File: src/design/kwm_pkg.sv
`default_nettype none

package kwm_pkg;

   // default geometry
   localparam int LISTS_DEFAULT = 8;
   localparam int DEPTH_DEFAULT = 64;

   // field widths
   localparam int OPCODE_W     = 2;
   localparam int LIST_INDEX_W = 3;
   localparam int VALUE_W      = 32;
   localparam int STATUS_W     = 2;
   localparam int REQ_TDATA_W  = 40;
   localparam int RSP_TDATA_W  = 40;

   // command codes
   localparam logic [OPCODE_W-1:0] OP_PUSH  = 2'd0;
   localparam logic [OPCODE_W-1:0] OP_POP   = 2'd1;
   localparam logic [OPCODE_W-1:0] OP_CLEAR = 2'd2;

   // result status codes
   localparam logic [STATUS_W-1:0] STATUS_OK    = 2'd0;
   localparam logic [STATUS_W-1:0] STATUS_FULL  = 2'd1;
   localparam logic [STATUS_W-1:0] STATUS_EMPTY = 2'd2;

   // control between sequencer and list descriptor store
   typedef struct packed {
      logic rd_en;
      logic wr_en;
      logic clear;
   } kwm_meta_ctl_type;

endpackage

`default_nettype wire

File: src/design/kwm_meta.sv
`default_nettype none

// Per-list descriptor store: head pointer and fill count for each list.
// One write and one read port, registered read. Valid bits make an
// unwritten or cleared row read as zero.
module kwm_meta #(
   parameter int LISTS  = kwm_pkg::LISTS_DEFAULT,
   parameter int HEAD_W = 6,
   parameter int CNT_W  = 7
) (
   input  wire logic                           clock,
   input  wire logic                           reset,
   input  wire kwm_pkg::kwm_meta_ctl_type      ctl,
   input  wire logic [$clog2(LISTS)-1:0]       rd_addr,
   input  wire logic [$clog2(LISTS)-1:0]       wr_addr,
   input  wire logic [HEAD_W-1:0]              wr_head,
   input  wire logic [CNT_W-1:0]               wr_cnt,
   output logic      [HEAD_W-1:0]              rd_head,
   output logic      [CNT_W-1:0]               rd_cnt
);
   import kwm_pkg::*;

   localparam int ROW_W = HEAD_W + CNT_W;

   logic [ROW_W-1:0] mem [LISTS];
   logic [ROW_W-1:0] rd_data_ff;
   logic             rd_vld_ff;
   logic             rd_vld_in;
   logic [LISTS-1:0] valid_ff;
   logic [LISTS-1:0] valid_in;

   always_comb begin
      valid_in = valid_ff;
      if (ctl.clear) begin
         valid_in = '0;
      end else if (ctl.wr_en) begin
         valid_in[wr_addr] = 1'b1;
      end
   end

   assign rd_vld_in = ctl.rd_en ? valid_ff[rd_addr] : rd_vld_ff;

   always_ff @(posedge clock) begin
      if (reset) begin
         valid_ff  <= '0;
         rd_vld_ff <= 1'b0;
      end else begin
         valid_ff  <= valid_in;
         rd_vld_ff <= rd_vld_in;
      end
   end

   always_ff @(posedge clock) begin
      if (ctl.wr_en) begin
         mem[wr_addr] <= {wr_head, wr_cnt};
      end
      if (ctl.rd_en) begin
         rd_data_ff <= mem[rd_addr];
      end
   end

   assign rd_head = rd_vld_ff ? rd_data_ff[ROW_W-1:CNT_W] : '0;
   assign rd_cnt  = rd_vld_ff ? rd_data_ff[CNT_W-1:0]     : '0;

   // sequencer never reads and writes one row in the same cycle
   a_no_rw_same_row: assert property (@(posedge clock) disable iff (reset)
      !(ctl.rd_en && ctl.wr_en && rd_addr == wr_addr))
      else $error("descriptor read and write collide");

   a_no_clear_with_write: assert property (@(posedge clock) disable iff (reset)
      !(ctl.clear && ctl.wr_en))
      else $error("descriptor clear overlaps a write");

   a_clear_empties: assert property (@(posedge clock) disable iff (reset)
      ctl.clear |=> valid_ff == '0)
      else $error("descriptor rows still valid after clear");

endmodule

`default_nettype wire
File: config.mk
export PLATFORM = sky130hd
export DESIGN_NAME = kwm_meta
export DESIGN_NICKNAME = d
export VERILOG_FILES = /design/src/design/kwm_pkg.sv /design/src/design/kwm_meta.sv
export SDC_FILE = /design/constraint.sdc
export NUM_CORES = 1
export LEC_CHECK = 0
export ABC_AREA = 1
export CORE_MARGIN = 5
export CORE_UTILIZATION = 46
export CTS_CLUSTER_DIAMETER = 80
export CTS_CLUSTER_SIZE = 20
export DETAILED_ROUTE_END_ITERATION = 12
export DONT_BUFFER_PORTS = 1
export PLACE_DENSITY = 0.7
export SLEW_MARGIN = 20
export SYNTH_ARGS = -nofsm -noshare
export SYNTH_HDL_FRONTEND = slang
export SYNTH_SLANG_ARGS = --single-unit
File: constraint.sdc
create_clock -name clock -period 1.4 [get_ports clock]
set_input_delay 0.07 -clock clock [delete_from_list [all_inputs] [get_ports clock]]
set_output_delay 0.07 -clock clock [all_outputs]
set_load 0.01 [all_outputs]
==> metrics list <==
- Based on the critical path, the design can be clocked at up to 767 MHz.
- TritonCTS built the clock tree.
- Post-Synthesis Cell Area: 4940 um^2
- The checks that failed: negative hold slack.
* Number of nets with antenna violations after routing: 0
* Instance count after placement with tap cells included: 535
- In this run the static leakage power is 2.14 nW.
- Entering global routing, the biggest net connects 44 pins.
* Startpoint type of the worst setup path: flop
* Final-report hold violation count: 12
- Most common library cells after synthesis: edfxtp_1 (117), nor2_1 (79), nand2_1 (64)
- Result of the run: finished, violations left
- Clock tree synthesis selected as its root buffer the cell clkbuf_8.
* # rows: 37
- edfxtp_1 is the most common cell in the netlist.
- Effective utilization at floorplan: 47.5%
* Number of buffers added by the clock tree synthesis step: 17
- Worst-case clock buffer depth: 2
* Overall die width: 114 um
- Portion of total power attributed to sequential cells: 48.3%
- During placement, the flow inserted port buffers numbering 0.
- Reg2Reg Setup Slack: 0.38 ns
* Async S/R FF share, synth: 0%
* Net switching power figure: 0.00182 W
- The internal portion of the total power is 0.00712 W.
- Post-CTS timing repair inserted 0 buffers for setup.
* Fraction of power spent switching nets: 20.4%
* FF+latch count, synth: 126
* Post-synthesis net count: 430
- Clock network power share: 46.7%
* Total cell area at the placement stage: 5100 um^2
- The initial antenna violation count was 0.
- For the worst setup path, the data arrival time is 1.23 ns.
- # DRC: 0
* Die span in y: 114 um
- Hold-fix buffers at CTS: 18
- Crit Path Class: flop to output pin
- CP Capture Type: output pin
* Count of TritonRoute iterations in the first routing pass: 5
- The total overflow left after global routing is 0.
- Via count normalized by instance count: 5.27
- Number of warnings issued by yosys: 0
- Last element of the critical path: rd_head[2]
* Relative slew slack: 45.0%
- Diode count: 0
- Across the VDD grid, the largest voltage drop is 0.673 mV.
- Count of cell types in the netlist: 18
- The congestion estimate from routability-driven global placement came to 0.726.
* Cells after Synth: 406
- Summing all non-filler instances in the final layout gives an area of 5860 um^2.
- The final layout contains 460 nets.
- The worst register-to-register path has a depth of 4.
- After synthesis, the mean cell area works out to 12.2 um^2.
- Summed over all layers, the routed wires come to 10,400 um.
- From synthesis to final layout, the design area changed by 18.6%.
- Share of post-route cells with drive strength above 1: 10.0%
- The endpoint identified for the worst register-to-register timing path is rd_data_ff[4]$_DFFE_PP_.
* Ys flop type: edfxtp_1
- The min-delay analysis places its worst path in the category primary input to flop.
- Worst setup slack after placement: 0.397 ns
- First-iteration detailed-routing DRC count: 227
* Number of violations of the max-capacitance limit: 0
* Area enclosed by the die boundary: 12,900 um^2
* Start point of the worst hold path: rd_addr[1]
- Summed over its instances, the top area cell type makes up 71.1% of the synthesized netlist area.
- The max-slew violation count came to 0.
- Final Worst Setup Slack: 0.0956 ns
- Yosys mapped a number of flops with a built-in enable equal to 117.
- Power per Cell Area: 1520 nW/um^2
* Slew at the pin with the worst max-slew slack: 0.823 ns
- Power share of the combinational group: 5.1%
* Startpoint of the worst setup timing path: rd_vld_ff$_SDFFE_PP0P_
- Setup repair after global routing left no endpoint under its margin.
* Post-DR wirelength/cell: 17.8 um
- Clock slew at the register clock pins of the worst setup and hold paths: 0.05 ns
- Half-perimeter wire length after detailed placement: 5760 um
- Register area share after synthesis: 74.7%
- Data on the critical path is required at its endpoint by 1.33 ns.
- The via count of the first global-routing pass was 3,079.
- Worst Hold Depth: 4
* Cell types occupying the most area after synthesis: edfxtp_1 (71%), nor2_1 (6.0%), nand2_1 (4.9%)
- The H-tree was split into 4 levels.
- Along the worst path, the maximum fanout reaches 14.
* Clock sinks: 126
- Summed over all instances, the cell type with the most area after synthesis is edfxtp_1.
* Total core area: 10,400 um^2
- Origin of the critical flop-to-flop path: mem[5][4]$_DFFE_PP_
- Skew final: 0.00667 ns
- Detailed-route via count: 3,084
- The first global-routing pass estimated 16,500 um of wire.
* Fin cells: 585
- Time the final worst path needs with I/O delays and setup: 1.30 ns
- Clock insertion delay at the later pin of the skew report: 0.51 ns
- Sum of negative setup slack: 0 ns
- Ports placed on the boundary: 37
* Worst hold slack: -0.153 ns
- Global-route usage over all layers: 17.4%
- Setup Viol. Count Final: 0
- Dividing the final minimum period by the clock period gives 93.2%.
## layout by cell type (no fill, tap or decap), types with 2 or more instances in the layout
cell,instances
clkbuf_16,16
nand2_1,64
o21ai_1,14
clkinvlp_4,2
dlygate4sd3_1,17
buf_12,2
clkinv_1,3
nor2_1,79
bufinv_16,3
edfxtp_1,117
o22ai_1,26
buf_4,13
nand3_1,6
clkinv_4,2
o21ai_0,38
clkbuf_1,3
inv_1,27
clkinv_2,3
dfxtp_1,8
## per-stage QoR
stage	total power [W]	util [%]	hold slack (ns)
after floorplan	0.00466	-	0.163
final	0.00894	56.3	-0.153
after CTS	0.00898	56.3	-0.185
after global routing	0.00926	56.3	-0.140
after global placement	0.00471	49.0	0.169
after detailed placement	0.00473	49.0	0.169
## state kept, by name, indices dropped and copies added, names as in the netlist
register,cells
mem,104
rd_data_ff,13
valid_ff,8
rd_vld_ff,1
## critical path: stages (launching register included)
cell and delay [ns]:
dfxtp_2 0.50, nand2_1 0.10, inv_1 0.12
## what timing repair did
action | CTS | global route
endpoints found under the hold margin | 139 | 14
gates resized for setup | 1 | 0
setup endpoints to repair | 13 | 0
## power groups by stage
stage / Clock, W / Sequential, W / Combinational [W]
floorplan: 0 / 0.00437 / 0.000296
global placement: 0 / 0.00439 / 0.000327
detailed placement: 0 / 0.00439 / 0.000338
CTS: 0.00421 / 0.00431 / 0.000455
global route: 0.00443 / 0.00432 / 0.000505
finish: 0.00417 / 0.00431 / 0.000454
## per-layer routing
metal,global-route usage [%],part of all wire [%],vias to the layer above
li1,-,-,1482
met1,22.3,44,1482
met2,27.7,48,110
met3,5.73,6.7,10
met4,6.17,1.2,0
met5,0,0,-
## cell type report
cell class | instances | area (um^2)
clock buffer | 20 | 425
clock inverter | 12 | 145
fill | 821 | 4550
inverter | 29 | 111
multi-input combinational | 230 | 1010
sequential | 126 | 3690
tap | 136 | 170
timing repair buffer | 32 | 308
## logic make-up after synthesis
| family | share of synthesized area [%] |
|---|---|
| simple gates | 11.6 |
| buf+inv | 4.91 |
| flops | 74.7 |
| compound gates | 8.81 |
## worst min-delay path by stage
stage,endpoint,slack (ns)
after floorplan,rd_vld_ff$_SDFFE_PP0P_,0.16
after CTS,rd_vld_ff$_SDFFE_PP0P_,-0.18
after global routing,rd_vld_ff$_SDFFE_PP0P_,-0.14
after global placement,mem[4][0]$_DFFE_PP_,0.17
after detailed placement,mem[7][0]$_DFFE_PP_,0.17
final,rd_vld_ff$_SDFFE_PP0P_,-0.15
Power figures use the tool's default switching activity.
